$ cat config.mk
export PLATFORM = sky130hd
export DESIGN_NAME = mccf_divider
export DESIGN_NICKNAME = d
export VERILOG_FILES = /design/src/design/mccf_pkg.sv /design/src/design/mccf_divider.sv
export SDC_FILE = /design/constraint.sdc
export NUM_CORES = 1
export LEC_CHECK = 0
export BUFFER_PORTS_ARGS = -buffer_cell sky130_fd_sc_hd__buf_4
export CORE_MARGIN = 3
export CORE_UTILIZATION = 44
export CTS_BUF_LIST = sky130_fd_sc_hd__clkbuf_8 sky130_fd_sc_hd__clkbuf_16
export DETAILED_ROUTE_END_ITERATION = 16
export GPL_ROUTABILITY_DRIVEN = 0
export PLACE_DENSITY = 0.66
export RECOVER_POWER = 100
export SYNTH_ARGS = -nofsm -noshare
export SYNTH_HDL_FRONTEND = slang
export SYNTH_SLANG_ARGS = --single-unit
$ cat constraint.sdc
create_clock -name clock -period 2.2 [get_ports clock]
set_input_delay 0 -clock clock [delete_from_list [all_inputs] [get_ports clock]]
set_output_delay 0 -clock clock [all_outputs]
set_load 0.005 [all_outputs]
$ cat src/design/mccf_pkg.sv
`timescale 1ns / 1ps
// ----------------------------------------------------------------------------
// mccf_pkg
// Shared types and constants for the disk pixel generator.
// ----------------------------------------------------------------------------
package mccf_pkg;

   localparam logic [23:0] OUTLINE_COLOUR = 24'h000064;
   localparam int PIX_BITS = 18;

   localparam logic ACTION_START = 1'b0;
   localparam logic ACTION_NEXT  = 1'b1;

   // divider request: 40-bit signed numerator, 19-bit positive divisor
   localparam int NUM_BITS = 40;
   localparam int DEN_BITS = 19;

   typedef struct packed {
      logic                        start;
      logic signed [NUM_BITS-1:0]  num;
      logic [DEN_BITS-1:0]         den;
   } div_req_type;

   typedef struct packed {
      logic                        done;
      logic signed [PIX_BITS-1:0]  quot;
   } div_rsp_type;

   function automatic logic [23:0] pair_colour(input logic [1:0] idx);
      logic [23:0] c;
      case (idx)
         2'd0:    c = 24'h800080;
         2'd1:    c = 24'hE16941;
         2'd2:    c = 24'h0000FF;
         default: c = 24'h00FFFF;
      endcase
      return c;
   endfunction

endpackage

$ cat src/design/mccf_divider.sv
`timescale 1ns / 1ps
// ----------------------------------------------------------------------------
// mccf_divider
// Restoring serial divider, one quotient bit a cycle, truncating toward zero.
// ----------------------------------------------------------------------------
module mccf_divider (
   input  logic                   clock,
   input  logic                   reset,
   input  mccf_pkg::div_req_type  req,
   output mccf_pkg::div_rsp_type  rsp
);
   import mccf_pkg::*;

   localparam int MAG_BITS = NUM_BITS - 1;
   localparam int CNT_BITS = $clog2(MAG_BITS + 1);

   logic [MAG_BITS-1:0] quo_ff, quo_in;
   logic [DEN_BITS:0]   rem_ff, rem_in;
   logic [DEN_BITS-1:0] den_ff, den_in;
   logic                neg_ff, neg_in;
   logic [CNT_BITS-1:0] cnt_ff, cnt_in;
   logic                run_ff, run_in;
   logic                done_ff, done_in;
   logic [DEN_BITS:0]   trial;
   logic [MAG_BITS-1:0] qmag;

   assign trial = {rem_ff[DEN_BITS-1:0], quo_ff[MAG_BITS-1]};
   assign qmag  = neg_ff ? (~quo_ff + 1'b1) : quo_ff;

   // shift one numerator bit into the remainder a cycle
   always_comb begin
      quo_in  = quo_ff;
      rem_in  = rem_ff;
      den_in  = den_ff;
      neg_in  = neg_ff;
      cnt_in  = cnt_ff;
      run_in  = run_ff;
      done_in = 1'b0;
      if (req.start) begin
         neg_in = req.num[NUM_BITS-1];
         quo_in = req.num[NUM_BITS-1] ? MAG_BITS'(-req.num) : MAG_BITS'(req.num);
         rem_in = '0;
         den_in = req.den;
         cnt_in = CNT_BITS'(MAG_BITS);
         run_in = 1'b1;
      end else if (run_ff) begin
         if (trial >= {1'b0, den_ff}) begin
            rem_in = trial - {1'b0, den_ff};
            quo_in = {quo_ff[MAG_BITS-2:0], 1'b1};
         end else begin
            rem_in = trial;
            quo_in = {quo_ff[MAG_BITS-2:0], 1'b0};
         end
         cnt_in = cnt_ff - 1'b1;
         if (cnt_ff == CNT_BITS'(1)) begin
            run_in  = 1'b0;
            done_in = 1'b1;
         end
      end
   end

   always_ff @(posedge clock) begin
      if (reset) begin
         run_ff  <= 1'b0;
         done_ff <= 1'b0;
         cnt_ff  <= '0;
      end else begin
         run_ff  <= run_in;
         done_ff <= done_in;
         cnt_ff  <= cnt_in;
      end
      quo_ff <= quo_in;
      rem_ff <= rem_in;
      den_ff <= den_in;
      neg_ff <= neg_in;
   end

   assign rsp.done = done_ff;
   assign rsp.quot = PIX_BITS'(qmag);

   // check the sequencing
   a_done_after_run: assert property (@(posedge clock) disable iff (reset)
      done_ff |-> !run_ff) else $error("divider done while running");
   a_start_runs: assert property (@(posedge clock) disable iff (reset)
      req.start |=> run_ff) else $error("divider did not start");
   a_no_done_idle: assert property (@(posedge clock) disable iff (reset)
      done_ff |-> $past(run_ff)) else $error("divider done without run");

endmodule

Word-level counts from Yosys, hierarchy flattened
Index checks and enable logic that the tools add are counted.
{"block": "classes", "n_addsub": 4, "n_lt_le_gt_ge": 1, "eq_ne": 1, "mux": 12, "bitwise": 2, "n_reduce_logical": 3}
{"cell": "39-bit two-way mux", "count": 3}
{"cell": "39-bit negation", "count": 1}
{"cell": "20-bit by 19-bit greater-or-equal comparator with 1-bit output", "count": 1}
{"cell": "19-bit two-way mux", "count": 1}
{"cell": "19-bit subtractor", "count": 1}
{"cell": "18-bit by 1-bit adder with 18-bit output (second input constant)", "count": 1}
{"cell": "18-bit two-way mux", "count": 1}
{"cell": "18-bit NOT", "count": 1}
{"cell": "6-bit two-way mux", "count": 2}
{"cell": "6-bit by 1-bit == test with 1-bit output (second input constant)", "count": 1}
{"cell": "6-bit by 1-bit subtractor with 6-bit output (second input constant)", "count": 1}
{"cell": "1-bit two-way mux", "count": 5}
{"cell": "3-bit OR reduction", "count": 1}
{"cell": "2-bit nonzero test", "count": 1}
{"cell": "2-bit OR reduction", "count": 1}
{"cell": "1-bit NOT", "count": 1}
{"block": "word_totals", "register_bits": 86, "inputBits": 62, "out_inout_bits": 19, "elab_cells": 31}

Logic depth before layout (Yosys ltp)
Gate-level depths: netlist of the first run.
{"block": "logic_depth", "ltp_word": 4, "depth_mapped": 11, "mapped_depth_nobuf": 10}

Worst setup path before layout of the first run
No wires, ideal clock.
{"block": "synth_path", "path_type": "register to register", "from": "register quo_ff[38]", "to": "register rem_ff[17]", "setup_time_ps": 69, "arrival_time_ps": 2376, "t_required_ps": 2131, "slack_ps": -245, "stages_incl_launch_ff": 11, "n_path_buf": 0, "synth_period_minus_slack_ps": 2445, "cell_sequence": "edfxtp_1 inv_1 ha_1 fa_1 nand2b_1 a211oi_1 nor4_1 a2bb2oi_1 a21oi_1 or4_1 o21ai_1"}
{"block": "synth_via", "elab_chain_len": 2, "word_cells_on_any_way": 3, "cone_classes": "add/sub: 1; order compare: 1; mux: 1"}
{"element": "from (decl)", "line": "mccf_divider.sv:17", "rtl": "logic [MAG_BITS-1:0] quo_ff, quo_in;"}
{"element": "from (signal assigned)", "line": "mccf_divider.sv:72", "rtl": "quo_ff <= quo_in;"}
{"element": "19-bit subtractor / 20-bit by 19-bit greater-or-equal comparator with 1-bit output (equally long branches)", "line": "mccf_divider.sv:48, mccf_divider.sv:47"}
{"element": "19-bit two-way mux (*)", "line": "mccf_divider.sv:47", "rtl": "if (trial >= {1'b0, den_ff}) begin"}
{"element": "to (signal assigned)", "line": "mccf_divider.sv:73", "rtl": "rem_ff <= rem_in;"}
{"element": "to (decl)", "line": "mccf_divider.sv:18", "rtl": "logic [DEN_BITS:0] rem_ff, rem_in;"}
Mark *: on every way between the ends. The rest lies on a longest branch, timed or not.
A chain may end at the register's enable or synchronous reset.

==> metrics.csv, run 1 <==
stage;metric;value;unit
run_status;status;complete, but fails checks;
run_status;failing checks;setup timing;
hold_path;HP Class;primary input to flop;
global_routing;vias in the first global route;4953;
setup_path;CP cell instances;or3_1 -> or3_1 -> or3_1 -> or3_4 -> nand2b_4 -> o31ai_4 -> xnor2_1 -> buf_4;
final_layout;antenna cell count;0;
timing;final period utilization;1.274;
logic_synthesis;synthesized cell area;0.005588;mm²
pwr;Clk pwr share;0.324;
place;IO Port Bufs;80;
global_routing;initial antenna violation count;0;
global_routing;first-pass GRT wire length;23800;µm
clocking;CTS H-tree lvls;3;
setup_path;crit path kind;flop to output pin;
clocking;CTS buffer count;9;
drt;via/cell ratio;5.310;
logic_synthesis;Synth Instances;612;
logic_synthesis;syn avg cell area;9.130;µm²
drt;post-DR wirelength/cell;15.17;µm
clocking;Root Buffer;clkbuf_16;
clocking;worst skew pair latency;350;ps
timing;Final Hold Fails;0;
timing;hold slack;40.91;ps
timing;final setup margin;-603.1;ps
drt;ANT nets after route;0;
final_layout;nets@finish;873;
global_routing;GR Util All Layers;0.2061;
pwr;Gate power share;0.239;
pwr;P per Cell Area;579.4;mW/mm²
timing;relative slew slack;0.05323;
timing;unrepaired setup endpoints after global routing;yes;
logic_synthesis;sequential element share of the synthesized area;0.4138;
place;pre-CTS WS;-261.9;ps
logic_synthesis;Async SR Flop Fraction;0;
final_layout;share of cells above drive strength 1;0.2929;
clocking;clock buffer depth;2;
logic_synthesis;Post-synth EDFFs;59;
timing;Layout Skew;10.72;ps
logic_synthesis;area share of the leading cell type in the synthesized netlist;0.3171;
clocking;Clock transition at path regs;70;ps
pwr;sequential power share;0.437;
pwr;Internal Power;3.282;mW
drt;vias after detailed routing;5098;
floorplanning;die footprint;0.01409;mm²
setup_path;Worst EP required;2200;ps
drt;TritonRoute pass-1 iters;5;
final_layout;final core occ;0.6390;
drt;DRC errors left;0;
place;DP HPWL;10300;µm
setup_path;CP most frequent cell;or3_1;
logic_synthesis;Cell variety after synth;57;
setup_path;peak fanout along the critical path;3;
pwr;maximum vdd drop;0.4769;mV
setup_path;CP Launch Type;flop;
drt;starting DRC count in detailed routing;235;
clocking;CTS tree;built;
logic_synthesis;Synth Register Bits;86;
global_routing;pin count of the biggest net entering global routing;47;
logic_synthesis;post-synth net total;698;
clocking;Num Clock Sinks;86;
logic_synthesis;Synth area leaders;edfxtp_1 (32%), dfxtp_1 (9.7%), xor2_1 (6.4%), ha_1 (5.2%), a21oi_1 (5.1%);
pwr;Leak Pwr;3.272;nW
flow_run;# Max-Cap Violations;0;
timing;Slew Viols, Final;0;
floorplanning;die height;118.7;µm
setup_path;slowest stage delay, CP;390;ps
global_routing;GR Overflow Total;0;
pwr;Switch Pwr;1.239;mW
setup_path;critical path arrival;2800;ps
floorplanning;row cnt;40;
timing;Final setup viols;25;
setup_path;Worst path slowest cell;edfxtp_1;
floorplanning;Core Area;0.01221;mm²
setup_path;CP endpoint kind;output pin;
drt;drt total wl;14570;µm
final_layout;Layout area overhead;39.66;%
floorplanning;Initial Util;0.4576;
logic_synthesis;Yosys Warn Count;0;
floorplanning;io pins;81;
logic_synthesis;Top FF cell, synth;edfxtp_1;
logic_synthesis;Commonest cells post-synth;nor2_1 (69), edfxtp_1 (59), a21oi_1 (57), nand2_1 (51), xor2_1 (41);
logic_synthesis;leading area contributor after synthesis;edfxtp_1;
logic_synthesis;most frequent cell after synthesis;nor2_1;
floorplanning;Chip Width;118.7;µm
timing;fin crit period;2803;ps
timing;fmax;356.8;MHz
timing;Worst Tran Pin Value;1420;ps
pwr;switch share;0.2741;
## state kept, by name, indices dropped and copies added, names as in the netlist
signal	count
cnt_ff	6
rem_ff	19
run_ff	1
done_ff	1
den_ff	19
quo_ff	39
neg_ff	1
## worst max-delay path, delay by kind of cell (launching register included)
kind                   cells  cell delay (ps)
AO/OA/AOI/OAI              1              220
XOR/XNOR                   1              140
buffers and inverters      1              130
flip-flops                 1              390
AND/OR/NAND/NOR            5             1590
## power groups by stage
stage,registers [mW],logic [mW],clock network (mW)
6_report,1.98,1.08,1.46
5_1_grt,1.99,1.19,1.56
4_1_cts,1.97,1.07,1.50
3_5_place_dp,2.00,0.994,0
3_3_place_gp,2.00,0.972,0
2_1_floorplan,1.98,0.559,0
## layout by cell type, fill, tap and decap left out, drive strengths merged, types with 4 or more instances in the layout
| cell | n |
|---|---|
| xor2 | 41 |
| a21o | 7 |
| xnor2 | 31 |
| mux2i | 10 |
| nor2 | 69 |
| or4 | 4 |
| inv | 34 |
| o41ai | 6 |
| o21ai | 33 |
| buf | 135 |
| nand2b | 7 |
| a21oi | 57 |
| ha | 23 |
| a211oi | 7 |
| o31ai | 17 |
| o311ai | 6 |
| dfxtp | 27 |
| edfxtp | 59 |
| clkbuf | 52 |
| a32oi | 5 |
| nor4 | 7 |
| nand4 | 7 |
| nand2 | 51 |
| dlygate4sd3 | 20 |
| nand3 | 9 |
| o21a | 4 |
| or3 | 13 |
| nor3 | 16 |
## stage by stage
step | instance area [µm²] | instances | setup TNS [ps] | total power, mW
floorplan | 5653 | 612 | -115.3 | 2.543
global placement | 6912 | 907 | -1920 | 2.971
detailed placement | 6912 | 907 | -3648 | 2.997
CTS | 7711 | 957 | -4984 | 4.546
global route | 7804 | 960 | -8603 | 4.746
finish | 7804 | 960 | -5592 | 4.521
## area by class of cell
type | instances | area (µm²)
fillers | 1019 | 4408
multi-input cells | 462 | 3339
flip-flops and latches | 86 | 2312
repair buffers | 196 | 1533
clock buffers | 11 | 264.0
well taps | 168 | 210.2
inverters | 32 | 120.1
clock inverters | 5 | 25.02
## per-layer routing
layer	vias up	track usage	wire length (µm)
met4	0	0.05865	202
met3	17	0.03732	669
li1	2566	-	-
met2	133	0.3371	6985
met1	2382	0.2799	6708
met5	-	0	0
## path summary, 6_finish.rpt
kind | to | cells after the start | from | slack, ps
min | quo_ff[0] | 3 | req[19] | 40
min reg2reg | rem_ff[15] | 2 | rem_ff[15] | 480
max reg2reg | rem_ff[15] | 12 | den_ff[0] | -250
max | rsp[17] | 8 | quo_ff[4] | -600
## kinds of logic (layout without fill, tap and decap cells)
| family | count (synthesis) | after routing | synth area share |
|---|---|---|---|
| AND/OR/NAND/NOR | 197 | 197 | 0.1686 |
| buffers and inverters | 64 | 244 | 0.04612 |
| AO/OA/AOI/OAI | 157 | 157 | 0.1816 |
| multiplexers | 12 | 12 | 0.02194 |
| flip-flops | 86 | 86 | 0.4138 |
| adder cells (fa/ha/maj) | 24 | 24 | 0.05508 |
| XOR/XNOR | 72 | 72 | 0.1129 |
## timing repair
| item | 4_1_cts | 5_1_grt |
|---|---|---|
| gates cloned | 1 | 0 |
| endpoints found under the hold margin | 27 | 0 |
| hold buffers | 20 | 0 |
| setup buffers | 14 | 5 |
| pin swaps | 15 | 12 |
| gates resized for setup | 45 | 28 |
| endpoints found under the setup margin | 27 | 29 |
(Power assumes the default switching activity.)
==> run 2: changes to the inputs <==
GPL_TIMING_DRIVEN = 0   (was default)
==> metrics.csv, run 2 (synthesis results as in run 1) <==
stage;metric;value;unit;change
run_status;status;complete, but fails checks;;
run_status;failing checks;setup timing;;
floorplanning;io pins;81;;unchanged
pwr;Gate power share;0.227;;-0.012
final_layout;most flop-heavy register;quo_ff;;
final_layout;Layout area overhead;32.96;%;
drt;ANT nets after route;0;;unchanged
place;placed cells;859;;-5.3%
floorplanning;die footprint;0.01409;mm²;unchanged
place;IO Port Bufs;79;;-1.3%
global_routing;GR Overflow Total;0;;unchanged
setup_path;crit path kind;flop to output pin;;
timing;fmax;354.0;MHz;-0.76%
drt;drt total wl;15750;µm;+8.1%
global_routing;vias in the first global route;4845;;-2.2%
setup_path;peak fanout along the critical path;3;;unchanged
clocking;CTS buffer count;9;;unchanged
flow_run;# Max-Cap Violations;0;;unchanged
global_routing;first-pass GRT wire length;24380;µm;+2.5%
pwr;total power;4.582;mW;+1.3%
final_layout;filler cell count;1070;;+5.0%
hold_path;HP Class;primary input to flop;;
timing;fin crit period;2825;ps;+21.54 ps
final_layout;design area;0.007430;mm²;-4.8%
timing;Worst Tran Pin Value;1182;ps;-238.0 ps
place;DP HPWL;10520;µm;+2.1%
place;pre-CTS WS;-342.4;ps;-80.46 ps
final_layout;max FFs per register;39;;unchanged
pwr;switch share;0.2757;;+0.001575
pwr;Internal Power;3.319;mW;+1.1%
clocking;worst skew pair latency;350;ps;about the same
drt;DRC errors left;0;;unchanged
timing;final period utilization;1.284;;+0.009790
drt;post-DR wirelength/cell;17.21;µm;+13%
timing;Layout Skew;9.671;ps;-1.047 ps
place;DP Area;0.006456;mm²;-6.6%
final_layout;commonest non-fill, non-tap cells in the layout;buf_4 (71), nor2_1 (66), edfxtp_1 (59), a21oi_1 (52), nand2_1 (48);;
setup_path;critical path arrival;2820;ps;+20 ps
timing;final setup TNS;-11450;ps;-5856 ps
global_routing;initial antenna violation count;0;;unchanged
setup_path;CP Launch Type;flop;;
timing;relative slew slack;0.2119;;+0.1587
final_layout;Largest regs;quo_ff (39), den_ff (19), rem_ff (19);;
timing;Slew Viols, Final;0;;unchanged
setup_path;CP endpoint kind;output pin;;
timing;final setup margin;-624.6;ps;-21.54 ps
clocking;Num Clock Sinks;86;;unchanged
pwr;Switch Pwr;1.263;mW;+1.9%
drt;via/cell ratio;5.595;;+5.4%
pwr;sequential power share;0.432;;-0.005
setup_path;Worst EP required;2200;ps;about the same
final_layout;antenna cell count;0;;unchanged
floorplanning;die height;118.7;µm;unchanged
pwr;maximum vdd drop;0.5441;mV;+14%
floorplanning;Core Area;0.01221;mm²;unchanged
final_layout;final core occ;0.6084;;-0.03063
final_layout;share of cells above drive strength 1;0.2356;;-0.05732
clocking;clock buffer depth;2;;unchanged
final_layout;Final Non-Filler Cells;915;;-4.7%
clocking;CTS H-tree lvls;3;;unchanged
timing;hold slack;46.55;ps;+5.645 ps
timing;unrepaired setup endpoints after global routing;yes;;
drt;vias after detailed routing;5119;;+0.41%
final_layout;commonest non-fill, non-tap cell in the layout;buf_4;;
drt;TritonRoute pass-1 iters;5;;unchanged
clocking;Root Buffer;clkbuf_16;;
global_routing;pin count of the biggest net entering global routing;40;;-15%
pwr;Clk pwr share;0.341;;+0.017
final_layout;nets@finish;828;;-5.2%
clocking;CTS tree;built;;
floorplanning;row cnt;40;;unchanged
timing;Final Hold Fails;0;;unchanged
floorplanning;Chip Width;118.7;µm;unchanged
pwr;P per Cell Area;616.7;mW/mm²;+6.5%
clocking;Clock transition at path regs;70;ps;about the same
floorplanning;Initial Util;0.4576;;unchanged
timing;Final setup viols;97;;+290%
pwr;Leak Pwr;3.010;nW;-8.0%
global_routing;GR Util All Layers;0.2138;;+0.007686
drt;starting DRC count in detailed routing;318;;+35%
run 2: cell count changes in the layout (fill, tap and decap cells not counted), sizes merged:
cell | previous run | this run
buf | 135 | 82
bufinv | 0 | 1
dlygate4sd3 | 20 | 21
clkinv | 2 | 3
clkinvlp | 1 | 0
clkbuf | 52 | 58
run 2: worst paths after layout:
path                    from         end  slack (ps)  cells past startpoint
hold / removal       req[56]  quo_ff[37]          50                      3
setup / recovery   quo_ff[3]     rsp[17]        -620                      8
setup reg to reg  quo_ff[38]  rem_ff[18]        -310                     11
hold reg to reg   rem_ff[15]  rem_ff[15]         470                      2
run 2: metal layers:
layer | track usage | up-vias | share of wire
met3 | 0.04928 | 33 | 0.056
met1 | 0.2947 | 2438 | 0.45
li1 | - | 2465 | -
met2 | 0.3407 | 183 | 0.47
met5 | 0 | - | 0
met4 | 0.05358 | 0 | 0.018
run 2: layout make-up:
class / count / area (µm²) / share of cell area
inverter: 32 / 122.6 / 0.01650
tap: 168 / 210.2 / 0.02829
clock inverter: 6 / 52.55 / 0.007073
buffer: 29 / 163.9 / 0.02206
timing repair buffer: 122 / 973.4 / 0.1310
multi-input combinational: 462 / 3344 / 0.4502
clock buffer: 10 / 250.2 / 0.03368
sequential: 86 / 2312 / 0.3112
run 2: repair_timing:
action / 4_1_cts / 5_1_grt
gates resized for setup: 51 / 25
hold buffers: 21 / 0
endpoints found under the setup margin: 68 / 68
buffers inserted: 15 / 5
pin swaps: 19 / 5
cloned: 3 / 0
endpoints found under the hold margin: 23 / 0
run 2: power by group through the flow:
stage	Combinational (mW)	Sequential [mW]	Clock [mW]
global route	1.13	2.00	1.66
global placement	0.886	2.01	0
detailed placement	0.905	2.01	0
floorplan	0.559	1.98	0
finish	1.04	1.98	1.56
CTS	1.01	1.98	1.59
run 2: worst max-delay path, stage by stage (launching register included):
cell      delay [ps]
edfxtp_1         410
or3_1            380
or3_1            330
or3_1            330
or3_4            340
nand2b_4         180
o31ai_4          220
xnor2_1          150
buf_4            130
